`src/hw/rtl/pcxrle_pkg.sv`:
```
// Shared types and constants for the PCX run-length scanline decoder.
// No dependencies; imported by pcxrle_step and pcx_rle_scanline_decoder.
package pcxrle_pkg;

    localparam int unsigned CodeW   = 8;
    localparam int unsigned CountW  = 6;
    localparam int unsigned CfgW    = 13;
    localparam int unsigned PlaneW  = 3;
    localparam int unsigned PosW    = 13;
    localparam int unsigned CoordW  = 12;
    localparam int unsigned DataW   = 40;

    localparam logic [CodeW-1:0]  RUN_MARK  = 8'hC0;
    localparam logic [CountW-1:0] RUN_MASK  = 6'h3F;
    localparam logic [CfgW-1:0]   DIM_LIMIT = 13'd4096;

    localparam logic STATUS_PIXEL  = 1'b0;
    localparam logic STATUS_DEPTH  = 1'b1;

    typedef enum logic [1:0] {
        REG_IMAGE_WIDTH  = 2'd0,
        REG_IMAGE_HEIGHT = 2'd1,
        REG_LINE_BYTES   = 2'd2,
        REG_PLANE_COUNT  = 2'd3
    } cfg_index_t;

    typedef enum logic {
        ST_IDLE = 1'b0,
        ST_RUN  = 1'b1
    } state_t;

    // Result of one decode step at the current line position.
    typedef struct packed {
        logic              emit;
        logic              run_end;
        logic              image_end;
        logic              last_iter;
        logic [PosW-1:0]   pos_next;
        logic [CoordW-1:0] idx_next;
    } step_res_t;

endpackage

```
`src/hw/rtl/pcxrle_step.sv`:
```
// Shared step unit: one line position per use, emit test and line wrap.
// Depends on pcxrle_pkg.
module pcxrle_step (
    input  logic [pcxrle_pkg::PosW-1:0]   pos,
    input  logic [pcxrle_pkg::CountW-1:0] cnt,
    input  logic [pcxrle_pkg::CoordW-1:0] idx,
    input  logic [pcxrle_pkg::CfgW-1:0]   width_eff,
    input  logic [pcxrle_pkg::CfgW-1:0]   height_eff,
    input  logic [pcxrle_pkg::CfgW-1:0]   len_eff,
    output pcxrle_pkg::step_res_t         res
);
    import pcxrle_pkg::*;

    logic [PosW:0]   pos_inc;
    logic [CoordW:0] idx_inc;
    logic            line_done;
    logic            last_row;

    always_comb begin
        pos_inc   = {1'b0, pos} + {{PosW{1'b0}}, 1'b1};
        idx_inc   = {1'b0, idx} + {{CoordW{1'b0}}, 1'b1};
        line_done = pos_inc >= {1'b0, len_eff};
        last_row  = idx_inc >= height_eff;

        res.emit      = pos < width_eff;
        res.last_iter = line_done || (cnt == {{(CountW-1){1'b0}}, 1'b1});
        // The next position emits only if the run goes on and it is still visible.
        res.run_end   = res.last_iter || (pos_inc >= {1'b0, width_eff});
        res.image_end = (pos_inc == {1'b0, width_eff}) && last_row;
        res.pos_next  = line_done ? '0 : pos_inc[PosW-1:0];
        if (line_done) begin
            res.idx_next = last_row ? '0 : idx_inc[CoordW-1:0];
        end else begin
            res.idx_next = idx;
        end
    end

endmodule

```
`src/hw/rtl/pcx_rle_scanline_decoder.sv`:
```
// PCX run-length scanline decoder: a literal or run data byte enters the run state,
// which steps one line position per cycle, while the output register is free, via
// the shared step unit until the run or the line ends. A run prefix only stores its
// count. An output register lets the next item enter while a result waits.
// Reset (aresetn low at a clock edge) clears the decoder state and sets every
// configuration register to 1.
module pcx_rle_scanline_decoder (
    input  logic        aclk,
    input  logic        aresetn,
    // Configuration write port.
    input  logic        cfg_we,
    input  logic [1:0]  cfg_index,
    input  logic [12:0] cfg_wdata,
    // Coded byte input.
    input  logic        s_tvalid,
    output logic        s_tready,
    input  logic [7:0]  s_tdata,   // [7:0] code_byte
    // Decoded results.
    output logic        m_tvalid,
    input  logic        m_tready,
    output logic [39:0] m_tdata,   // [7:0] pixel, [19:8] column, [31:20] row, [32] image_end
    output logic        m_tlast,   // run_end: last result caused by one input item
    output logic        m_tuser    // status: 0 pixel, 1 unsupported depth
);
    import pcxrle_pkg::*;

    // Configuration registers.
    logic [CfgW-1:0]   width_reg, height_reg, lbytes_reg;
    logic [PlaneW-1:0] planes_reg;

    // Decoder state.
    state_t            state_reg, state_next;
    logic              await_reg, await_next;
    logic [CountW-1:0] run_cnt_reg, run_cnt_next;
    logic [CountW-1:0] cnt_reg, cnt_next;
    logic [CodeW-1:0]  byte_reg, byte_next;
    logic [PosW-1:0]   pos_reg, pos_next;
    logic [CoordW-1:0] idx_reg, idx_next;

    // Output register.
    logic              m_valid_reg, m_valid_next;
    logic [DataW-1:0]  m_data_reg, m_data_next;
    logic              m_last_reg, m_last_next;
    logic              m_user_reg, m_user_next;

    logic              out_free, in_acc, unsupported, is_prefix, step_go;
    logic [CountW-1:0] in_count;
    logic [CfgW-1:0]   width_eff, height_eff, len_eff, len_raw, lb_eff;
    step_res_t         st;

    // Width and height clamp to 4096 since column and row are 12 bits.
    // The coded line length is at least the visible width and never zero.
    always_comb begin
        width_eff  = (width_reg > DIM_LIMIT) ? DIM_LIMIT : width_reg;
        height_eff = (height_reg > DIM_LIMIT) ? DIM_LIMIT : height_reg;
        if (height_eff == '0) begin
            height_eff = {{(CfgW-1){1'b0}}, 1'b1};
        end
        lb_eff  = (planes_reg == '0) ? '0 : lbytes_reg;
        len_raw = (lb_eff < width_reg) ? width_reg : lb_eff;
        len_eff = (len_raw == '0) ? {{(CfgW-1){1'b0}}, 1'b1} : len_raw;
    end

    pcxrle_step u_step (
        .pos        (pos_reg),
        .cnt        (cnt_reg),
        .idx        (idx_reg),
        .width_eff  (width_eff),
        .height_eff (height_eff),
        .len_eff    (len_eff),
        .res        (st)
    );

    // Handshake and input decode. More than one plane is not decoded: each such
    // item yields one status result and leaves the decoder state alone. Only that
    // status item writes the output register on acceptance, so only it waits for
    // the register to be free; a literal or prefix enters while a result waits.
    always_comb begin
        out_free    = !m_valid_reg || m_tready;
        unsupported = planes_reg > {{(PlaneW-1){1'b0}}, 1'b1};
        s_tready    = (state_reg == ST_IDLE) && (out_free || !unsupported);
        in_acc      = s_tvalid && s_tready;
        is_prefix   = !await_reg && ((s_tdata & RUN_MARK) == RUN_MARK);
        in_count    = await_reg ? run_cnt_reg : {{(CountW-1){1'b0}}, 1'b1};
        step_go     = (state_reg == ST_RUN) && out_free;
    end

    // Next state.
    always_comb begin
        state_next = state_reg;
        unique case (state_reg)
            ST_IDLE: begin
                if (in_acc && !unsupported && !is_prefix && (in_count != '0)) begin
                    state_next = ST_RUN;
                end
            end
            ST_RUN: begin
                if (step_go && st.last_iter) begin
                    state_next = ST_IDLE;
                end
            end
            default: state_next = ST_IDLE;
        endcase
    end

    // Datapath and output register updates.
    always_comb begin
        await_next   = await_reg;
        run_cnt_next = run_cnt_reg;
        cnt_next     = cnt_reg;
        byte_next    = byte_reg;
        pos_next     = pos_reg;
        idx_next     = idx_reg;
        m_valid_next = m_tready ? 1'b0 : m_valid_reg;
        m_data_next  = m_data_reg;
        m_last_next  = m_last_reg;
        m_user_next  = m_user_reg;

        unique case (state_reg)
            ST_IDLE: begin
                if (in_acc) begin
                    if (unsupported) begin
                        m_valid_next = 1'b1;
                        m_data_next  = '0;
                        m_last_next  = 1'b1;
                        m_user_next  = STATUS_DEPTH;
                    end else if (is_prefix) begin
                        await_next   = 1'b1;
                        run_cnt_next = s_tdata[CountW-1:0] & RUN_MASK;
                    end else begin
                        // A literal, or the data byte of a run (a zero count just ends it).
                        await_next   = 1'b0;
                        run_cnt_next = '0;
                        cnt_next     = in_count;
                        byte_next    = s_tdata;
                    end
                end
            end
            ST_RUN: begin
                if (step_go) begin
                    cnt_next = cnt_reg - {{(CountW-1){1'b0}}, 1'b1};
                    pos_next = st.pos_next;
                    idx_next = st.idx_next;
                    if (st.emit) begin
                        m_valid_next = 1'b1;
                        m_data_next  = {{(DataW-33){1'b0}}, st.image_end, idx_reg,
                                        pos_reg[CoordW-1:0], byte_reg};
                        m_last_next  = st.run_end;
                        m_user_next  = STATUS_PIXEL;
                    end
                end
            end
            default: ;
        endcase
    end

    always_ff @(posedge aclk) begin
        if (!aresetn) begin
            width_reg   <= {{(CfgW-1){1'b0}}, 1'b1};
            height_reg  <= {{(CfgW-1){1'b0}}, 1'b1};
            lbytes_reg  <= {{(CfgW-1){1'b0}}, 1'b1};
            planes_reg  <= {{(PlaneW-1){1'b0}}, 1'b1};
        end else if (cfg_we) begin
            unique case (cfg_index_t'(cfg_index))
                REG_IMAGE_WIDTH:  width_reg  <= cfg_wdata;
                REG_IMAGE_HEIGHT: height_reg <= cfg_wdata;
                REG_LINE_BYTES:   lbytes_reg <= cfg_wdata;
                REG_PLANE_COUNT:  planes_reg <= cfg_wdata[PlaneW-1:0];
                default: ;
            endcase
        end
    end

    always_ff @(posedge aclk) begin
        if (!aresetn) begin
            state_reg   <= ST_IDLE;
            await_reg   <= 1'b0;
            run_cnt_reg <= '0;
            cnt_reg     <= '0;
            pos_reg     <= '0;
            idx_reg     <= '0;
            m_valid_reg <= 1'b0;
        end else begin
            state_reg   <= state_next;
            await_reg   <= await_next;
            run_cnt_reg <= run_cnt_next;
            cnt_reg     <= cnt_next;
            pos_reg     <= pos_next;
            idx_reg     <= idx_next;
            m_valid_reg <= m_valid_next;
        end
    end

    always_ff @(posedge aclk) begin
        byte_reg   <= byte_next;
        m_data_reg <= m_data_next;
        m_last_reg <= m_last_next;
        m_user_reg <= m_user_next;
    end

    assign m_tvalid = m_valid_reg;
    assign m_tdata  = m_data_reg;
    assign m_tlast  = m_last_reg;
    assign m_tuser  = m_user_reg;

endmodule
```
`config.mk`:
```
export PLATFORM = sky130hd
export DESIGN_NAME = pcx_rle_scanline_decoder
export DESIGN_NICKNAME = d
export VERILOG_FILES = /design/src/hw/rtl/pcxrle_pkg.sv /design/src/hw/rtl/pcxrle_step.sv /design/src/hw/rtl/pcx_rle_scanline_decoder.sv
export SDC_FILE = /design/constraint.sdc
export NUM_CORES = 1
export LEC_CHECK = 0
export BUFFER_PORTS_ARGS = -buffer_cell sky130_fd_sc_hd__buf_2
export CAP_MARGIN = 10
export CELL_PAD_IN_SITES_DETAIL_PLACEMENT = 2
export CELL_PAD_IN_SITES_GLOBAL_PLACEMENT = 2
export CORE_MARGIN = 10
export CORE_UTILIZATION = 39
export CTS_BUF_LIST = sky130_fd_sc_hd__clkbuf_4
export DETAILED_ROUTE_END_ITERATION = 7
export PLACE_DENSITY = 0.85
export SYNTH_ARGS = -nofsm -noshare
export SYNTH_HDL_FRONTEND = slang
export SYNTH_SLANG_ARGS = --single-unit
```
`constraint.sdc`:
```
create_clock -name aclk -period 8.4 [get_ports aclk]
set_clock_uncertainty 0.05 [all_clocks]
set_input_delay 0.42 -clock aclk [delete_from_list [all_inputs] [get_ports aclk]]
set_output_delay 0.42 -clock aclk [all_outputs]
set_load 0.01 [all_outputs]
```
==> key figures, run 1 <==
Finish
  • Max reg flops: 33
  • Area of the multi-input gates: 4040 um2
  • Most frequent cells in the layout: nand2_1 (125), dfxtp_1 (82), ha_1 (68)
  • Layout cells sized above 1: 13.7%
  • Most common cell after layout, fill and taps aside: nand2_1
  • Area Overhead vs Synth: 10.6%
  • # fillers: 2035
  • Register area: 2930 um2
  • Design Area, Final: 8070 um2
  • Nets: 938

Pwr
  • Final Power: 1.42 mW
  • Worst VDD drop: 77.7 uV
  • Power density over the cells: 176 nW/um2
  • Lkg Pwr: 3.14 nW

Global route
  • GRT Total Usage: 19.9%
  • Vias in the first global route: 7075
  • Largest net degree at the start of global routing: 98
  • First-pass GRT wire length: 38600 um
  • Antenna violations before repair: 1
  • Gr ovfl total: 0

Placement
  • Port bufs: 64
  • GP Congestion: 0.825
  • Placed cell area: 7720 um2
  • Hpwl dp: 17900 um

Min path
  • Hold Path Class: in2reg
  • Worst hold start: cfg_wdata[7]

Floorplanning
  • DIE WIDTH: 157 um
  • IO Count: 72
  • DIE HEIGHT: 157 um
  • Core area: 18200 um2
  • Initial Utilization: 40.1%
  • Full die area: 24600 um2
  • Row cnt: 49

Setup path
  • CP Data Required Time: 8.86 ns
  • CP Max Fanout: 22
  • Startpoint types: register
  • Worst Setup SP: planes_reg[2]
  • Reg-to-Reg Start: planes_reg[2]
  • Crit end category: register
  • Critical Path AT: 5.92 ns
  • Critical path class: reg2reg

Timing
  • Fin crit period: 5.45 ns
  • Max-slew violation total from the final report: 0
  • Endpoints failing setup: 0
  • Worst Tran Pin Value: 1.03 ns
  • Setup TNS: 0 ns
  • RSZ-0062 raised after global routing: no
  • Fin crit share: 64.9%
  • Worst slew margin: 31.0%
  • Endpoints failing hold: 0
  • Max frequency: 183 MHz

Logic synthesis
  • FFs w/ async S/R, synth: 0%
  • Register area share after synthesis: 40.2%
  • Synth Flop Type: dfxtp_1
  • Post-Synthesis Cells: 787
  • Mapped Area: 7300 um2
  • Mean Syn Cell Area: 9.27 um2
  • Total of warnings raised by yosys: 0
  • Post-synth EDFFs: 43
  • Synth unique cells: 65
  • Number of synthesized register bits: 125

Routing
  • ANT nets after route: 0
  • Vias/cell: 5.68
  • Detailed Route WL: 24200 um
  • Routed length per instance: 22.3 um
  • DRC Markers: 0
  • Pre-antenna DRT Iters: 5
  • Via count: 6168
  • Detailed Route Iter0 Violations: 281

Clock network
  • Max H-tree Level: 4
  • Resized Gates After CTS: 0
  • Worst-Skew Late Latency: 0.60 ns
  • Post-CTS setup buffer count: 0
  • Clock sinks: 125
  • CTS tree: done
  • CTS buffer count: 17
  • Clock root cell: clkbuf_4
  • Clk buf depth: 2
  • Reg clk slew, reported paths: 0.14 ns

Job
  • Max-cap violations: 0

Outcome
  • Status: completed
[power breakdown]
part | switching (mW) | leakage, nW | internal (mW)
registers | 0.0250 | 1.06 | 0.670
clock network | 0.269 | 0.138 | 0.155
logic | 0.203 | 1.94 | 0.101
[logic make-up after synthesis]
| group | after synthesis | synth area share (%) |
|---|---|---|
| and+or+nand+nor | 305 | 21.3 |
| AOI/OAI and AO/OA | 176 | 17.2 |
| DFF | 125 | 40.2 |
| buffers and inverters | 75 | 4.82 |
| adders and majority gates | 68 | 11.7 |
| xor gates and xnor gates | 21 | 2.52 |
| muxes | 16 | 2.19 |
| other | 1 | 0.0514 |
[synthesized netlist by cell type, drive strengths merged, types with 7 or more instances]
master  instances  area [um2]
a21boi         46         345
nor2           20        75.1
clkbuf         29         109
a211o           8        70.1
nand3          25         125
nor4            8        50.1
nand2         125         469
nor3           12        70.1
a32o            7        70.1
nand4          10        62.6
and3            9        56.3
mux2i          16         160
ha             68         851
buf            17         134
edfxtp         43        1290
o22ai           9        56.3
nand2b          8        50.1
dfxtp          82        1640
nor3b           8        60.1
nor2b          27         169
inv            28         105
a21oi          27         139
o21ai          24         124
o21a            9        68.8
xnor2          15         131
a31oi           8        56.3
and2           34         213
a21o            8        60.1
[timing repair]
item                                    4_1_cts  5_1_grt
hold buffers                                  8        0
endpoints found under the setup margin        0        0
endpoints found under the hold margin         8        0
[final timing paths]
check,to,depth (start not counted),slack (ns)
hold / removal,width_reg[7],3,0.06
setup reg to reg,pos_reg[7],16,2.95
hold reg to reg,height_reg[9],2,0.44
setup / recovery,pos_reg[7],16,2.95
[per-stage QoR]
| step | hold WS (ns) | std cells | utilization, % | setup WS [ns] |
|---|---|---|---|---|
| after detailed placement | 0.428 | 1044 | 42.4 | 3.02 |
| after global placement | 0.414 | 1044 | 42.4 | 3.41 |
| after CTS | 0.0415 | 1084 | 44.3 | 3.00 |
| after floorplan | 0.398 | 793 | - | 3.84 |
| after global routing | 0.0285 | 1085 | 44.3 | 2.55 |
| final | 0.0645 | 1085 | 44.3 | 2.95 |
[critical path, cell delays in order, from the launching register on]
cell and delay [ns]:
dfxtp_1 0.35, nor3_2 0.71, nor2b_1 0.16, ha_1 0.35, a21o_1 0.17, a221o_1 0.34, a31oi_1 0.15, o21ai_1 0.10
a221o_1 0.62, mux2i_1 0.21, ha_1 0.33, a211oi_1 0.32, o21ai_1 0.16, a311oi_4 0.37, o21a_2 0.57, a21oi_1 0.16
o22ai_1 0.25
[cell type report]
class	count	share of cell area [%]
Clock inverter	14	1.66
Inverter	29	1.35
Clock buffer	18	1.67
Timing Repair Buffer	76	5.33
Multi-Input combinational cell	593	50.1
Sequential cell	125	36.3
Tap cell	229	3.55
Antenna cell	1	0.0310
[per-layer routing]
metal  vias up  global-route usage (%)  share of wire, %
li1       2920                       -                 -
met3        34                    4.28               3.7
met1      3092                    22.9                43
met5         -                       0                 0
met4         0                    8.31               3.1
met2       122                    34.8                50
Note: power is estimated with default switching activity, not from simulation.
==> inputs of run 2 (changes only) <==
clock period = 5.15 ns   (was 8.4 ns; I/O delays follow)
==> key figures, run 2 (synthesis results as in run 1) <==
Setup path
  • Critical Path AT: 5.04 ns
  • Critical path class: reg2reg
  • Startpoint types: register
  • Crit end category: register
  • Reg-to-Reg Start: planes_reg[2]
  • Reg2Reg Depth: 17
  • CP Data Required Time: 5.40 ns
  • CP Max Fanout: 14
  • R2r endpoint: m_tlast
  • R2r setup slk: 0.36 ns

Timing
  • Worst slew margin: 32.1%
  • Setup TNS: 0 ns
  • Max-slew violation total from the final report: 0
  • Endpoints failing hold: 0
  • Endpoints failing setup: 0
  • RSZ-0062 raised after global routing: no
  • Fin crit share: 93.0%
  • Worst Tran Pin Value: 1.02 ns
  • Fin crit period: 4.79 ns
  • Max frequency: 209 MHz
  • Final WS setup: 0.361 ns

Routing
  • DRC Markers: 0
  • Detailed Route WL: 24200 um
  • Pre-antenna DRT Iters: 4
  • Vias/cell: 5.68
  • Detailed Route Iter0 Violations: 228
  • Routed length per instance: 22.0 um
  • Via count: 6245
  • ANT nets after route: 0

Clock network
  • CTS buffer count: 17
  • Max H-tree Level: 4
  • Post-CTS setup buffer count: 0
  • Reg clk slew, reported paths: 0.13 ns
  • Clock sinks: 125
  • Clock root cell: clkbuf_4
  • Clk buf depth: 2
  • Worst-Skew Late Latency: 0.56 ns
  • CTS tree: done

Pwr
  • Worst VDD drop: 160 uV
  • Power density over the cells: 287 nW/um2
  • Logic pwr share: 21.2%
  • Psw: 0.802 mW
  • Internal Pwr Total: 1.57 mW
  • Clock power frac: 30.8%
  • Lkg Pwr: 3.22 nW
  • Seq pwr share: 48.0%
  • Net Sw Frac: 33.8%

Min path
  • Hold-critical path depth: 3
  • Hold Path Class: in2reg
  • Hold EP: m_tvalid
  • Worst hold start: m_tready

Global route
  • Gr ovfl total: 0
  • GRT Total Usage: 20.1%
  • First-pass GRT wire length: 39200 um
  • Largest net degree at the start of global routing: 55
  • Antenna violations before repair: 0
  • Vias in the first global route: 7111

Floorplanning
  • DIE WIDTH: 157 um
  • DIE HEIGHT: 157 um
  • Full die area: 24600 um2
  • Row cnt: 49
  • Core area: 18200 um2
  • Initial Utilization: 40.1%
  • IO Count: 72

Outcome
  • Status: completed

Finish
  • Max reg flops: 33
  • Most frequent cells in the layout: nand2_1 (125), dfxtp_1 (82), ha_1 (68)
  • Most common cell after layout, fill and taps aside: nand2_1
  • Nets: 954
  • Layout cells sized above 1: 14.0%
  • # diodes: 0
  • Area Overhead vs Synth: 13.1%
  • # fillers: 1971

Job
  • Max-cap violations: 0

Placement
  • GP Congestion: 0.849
  • DP Worst Slack: 0.188 ns
  • Port bufs: 64
  • Hpwl dp: 17800 um
## run 2: cell type report
type / instances / area (um2) / share of cell area, %
clock inverter: 14 / 158 / 1.91
multi-input combinational: 593 / 4050 / 49.1
clock buffer: 18 / 135 / 1.64
timing repair buffer: 92 / 583 / 7.06
tap: 229 / 287 / 3.47
sequential: 125 / 2930 / 35.5
inverter: 29 / 109 / 1.32
## run 2: worst max-delay path by stage
stage | startpoint | to | slack (ns) | cells after the start
floorplan | planes_reg[2] | m_tlast | 0.59 | 19
global placement | planes_reg[2] | m_tlast | 0.53 | 17
detailed placement | planes_reg[2] | m_tlast | 0.19 | 17
CTS | planes_reg[2] | m_tlast | 0.14 | 17
global route | planes_reg[2] | m_tlast | 0.02 | 17
finish | planes_reg[2] | m_tlast | 0.36 | 17
## run 2: routing by layer
layer	global-route usage [%]	wire, um	vias to the layer above
li1	-	-	2953
met1	23.6	10400	3112
met2	35.9	12300	139
met3	3.65	986	41
met4	6.70	426	0
met5	0	0	-
## run 2: critical path, cell delays in order (launching register included)
cell,delay [ns]
dfxtp_1,0.36
nor3_2,0.18
buf_4,0.21
nor2b_1,0.10
ha_1,0.30
and3_1,0.21
a221o_1,0.30
a31oi_1,0.19
o21ai_1,0.11
a221o_2,0.53
mux2i_1,0.23
ha_1,0.27
a211oi_1,0.26
o21ai_1,0.15
a311oi_4,0.36
o21ai_2,0.21
a311oi_2,0.35
o2111ai_1,0.16
## run 2: what timing repair did
action	4_1_cts	5_1_grt
hold endpoints to repair	53	0
resized for setup	0	2
setup endpoints to repair	0	22
hold buffers	21	0
## run 2: power by group through the flow
stage,clock network (mW),registers [mW],logic [mW]
3_3_place_gp,0,1.15,0.450
2_1_floorplan,0,1.16,0.328
4_1_cts,0.748,1.14,0.504
6_report,0.731,1.14,0.502
3_5_place_dp,0,1.16,0.484
5_1_grt,0.786,1.15,0.556
## run 2: through the flow
step	power, mW	instances	cell area, um2	utilization (%)	hold WS (ns)
after floorplan	1.49	793	7320	-	0.306
after global placement	1.60	1047	7740	42.5	0.409
after detailed placement	1.64	1047	7740	42.5	0.411
after CTS	2.39	1100	8250	45.3	0.0368
after global routing	2.49	1100	8260	45.3	0.0931
final	2.37	1100	8260	45.3	0.0554
==> inputs of run 3 (changes only) <==
RECOVER_POWER = 50   (was not set)
==> key figures, run 3 (synthesis results as in run 1) <==
Global route
  • First-pass GRT wire length: 39200 um
  • Antenna violations before repair: 0
  • Vias in the first global route: 7111
  • GRT Total Usage: 20.1%
  • Busiest layer in global routing: met2
  • Met3 usage: 3.65%
  • Largest net degree at the start of global routing: 55
  • Gr ovfl total: 0
  • Met2 Use GR: 35.9%
  • Met1 GRT Util: 23.6%

Timing
  • Worst Tran Pin Value: 1.27 ns
  • Worst slew margin: 15.1%
  • Endpoints failing hold: 0
  • Max-slew violation total from the final report: 0
  • Endpoints failing setup: 0
  • Max frequency: 208 MHz
  • Fin crit share: 93.5%
  • Fin crit period: 4.82 ns
  • Setup TNS: 0 ns
  • RSZ-0062 raised after global routing: no

Clock network
  • CTS buffer count: 17
  • Worst-Skew Late Latency: 0.56 ns
  • Max H-tree Level: 4
  • Post-CTS setup buffer count: 0
  • CTS tree: done
  • Clock root cell: clkbuf_4
  • Clock sinks: 125
  • Reg clk slew, reported paths: 0.13 ns
  • Clk buf depth: 2

Finish
  • # fillers: 2005
  • Most frequent cells in the layout: nand2_1 (125), dfxtp_1 (82), ha_1 (68)
  • # diodes: 0
  • Fin util: 45.0%
  • Design Area, Final: 8190 um2
  • Fin cells: 1100
  • Max reg flops: 33
  • Layout cells sized above 1: 8.50%
  • Area Overhead vs Synth: 12.3%
  • Most common cell after layout, fill and taps aside: nand2_1
  • Nets: 954

Min path
  • Hold Path Class: in2reg

Floorplanning
  • Core area: 18200 um2
  • DIE WIDTH: 157 um
  • DIE HEIGHT: 157 um
  • Full die area: 24600 um2
  • Initial Utilization: 40.1%
  • Row cnt: 49
  • IO Count: 72

Setup path
  • Crit end category: register
  • Critical Path AT: 5.07 ns
  • CP Max Fanout: 14
  • Startpoint types: register
  • CP Data Required Time: 5.40 ns
  • Critical path class: reg2reg

Routing
  • Detailed Route WL: 24300 um
  • ANT nets after route: 0
  • Routed length per instance: 22.1 um
  • DRC Markers: 0
  • Via count: 6241
  • Detailed Route Iter0 Violations: 215
  • Vias/cell: 5.67
  • Pre-antenna DRT Iters: 4

Pwr
  • Lkg Pwr: 3.07 nW
  • Power density over the cells: 289 nW/um2
  • Worst VDD drop: 159 uV

Placement
  • Post-Place Cells: 1047
  • GP Congestion: 0.849
  • Port bufs: 64
  • Placed cell area: 7740 um2
  • Hpwl dp: 17800 um

Outcome
  • Status: completed

Job
  • Max-cap violations: 0
-- run 3: area by class of cell --
class	instances	area [um2]	area share (%)
sequential	125	2930	35.8
timing repair buffer	92	520	6.35
tap	229	287	3.50
multi-input combinational	593	4050	49.5
clock inverter	14	158	1.92
clock buffer	18	135	1.65
inverter	29	109	1.33
-- run 3: layer usage --
metal  part of all wire, %  vias to the layer above  routed length (um)
met5                     0                        -                   0
met4                   1.7                        0                 416
met3                   4.3                       39                1050
met2                    51                      127               12400
met1                    43                     3127               10400
li1                      -                     2948                   -
-- run 3: worst paths after layout --
kind	to	start	cells after the start	slack, ns
max	m_tlast	planes_reg[2]	17	0.33
min	m_tvalid	m_tready	3	0.05
max reg2reg	m_tlast	planes_reg[2]	17	0.33
min reg2reg	height_reg[1]	height_reg[1]	2	0.45
-- run 3: per-stage QoR --
step	hold slack [ns]	total power [mW]	setup slack [ns]
floorplan	0.306	1.49	0.586
global placement	0.409	1.60	0.529
detailed placement	0.411	1.64	0.188
CTS	0.0368	2.39	0.140
global route	0.0931	2.48	0.0238
finish	0.0543	2.36	0.333
-- run 3: what timing repair did --
item	4_1_cts	5_1_grt
endpoints found under the setup margin	0	22
hold endpoints to repair	53	0
hold buffers	21	0
resized for setup	0	2
-- run 3: where the power goes --
group	leakage, nW	internal [mW]	switching [mW]
Combinational	1.86	0.164	0.327
Sequential	1.06	1.09	0.0466
Clock	0.150	0.301	0.431
Total	3.07	1.56	0.805
-- run 3: critical path, stage by stage, from the launching register on --
cell and delay (ns):
dfxtp_1 0.41, nor3_2 0.06, buf_4 0.18, nor2b_1 0.22
ha_1 0.29, and3_1 0.21, a221o_1 0.30, a31oi_1 0.20
o21ai_1 0.11, a221o_2 0.54, mux2i_1 0.23, ha_1 0.27
a211oi_1 0.26, o21ai_1 0.15, a311oi_4 0.36, o21ai_2 0.20
a311oi_2 0.34, o2111ai_1 0.17
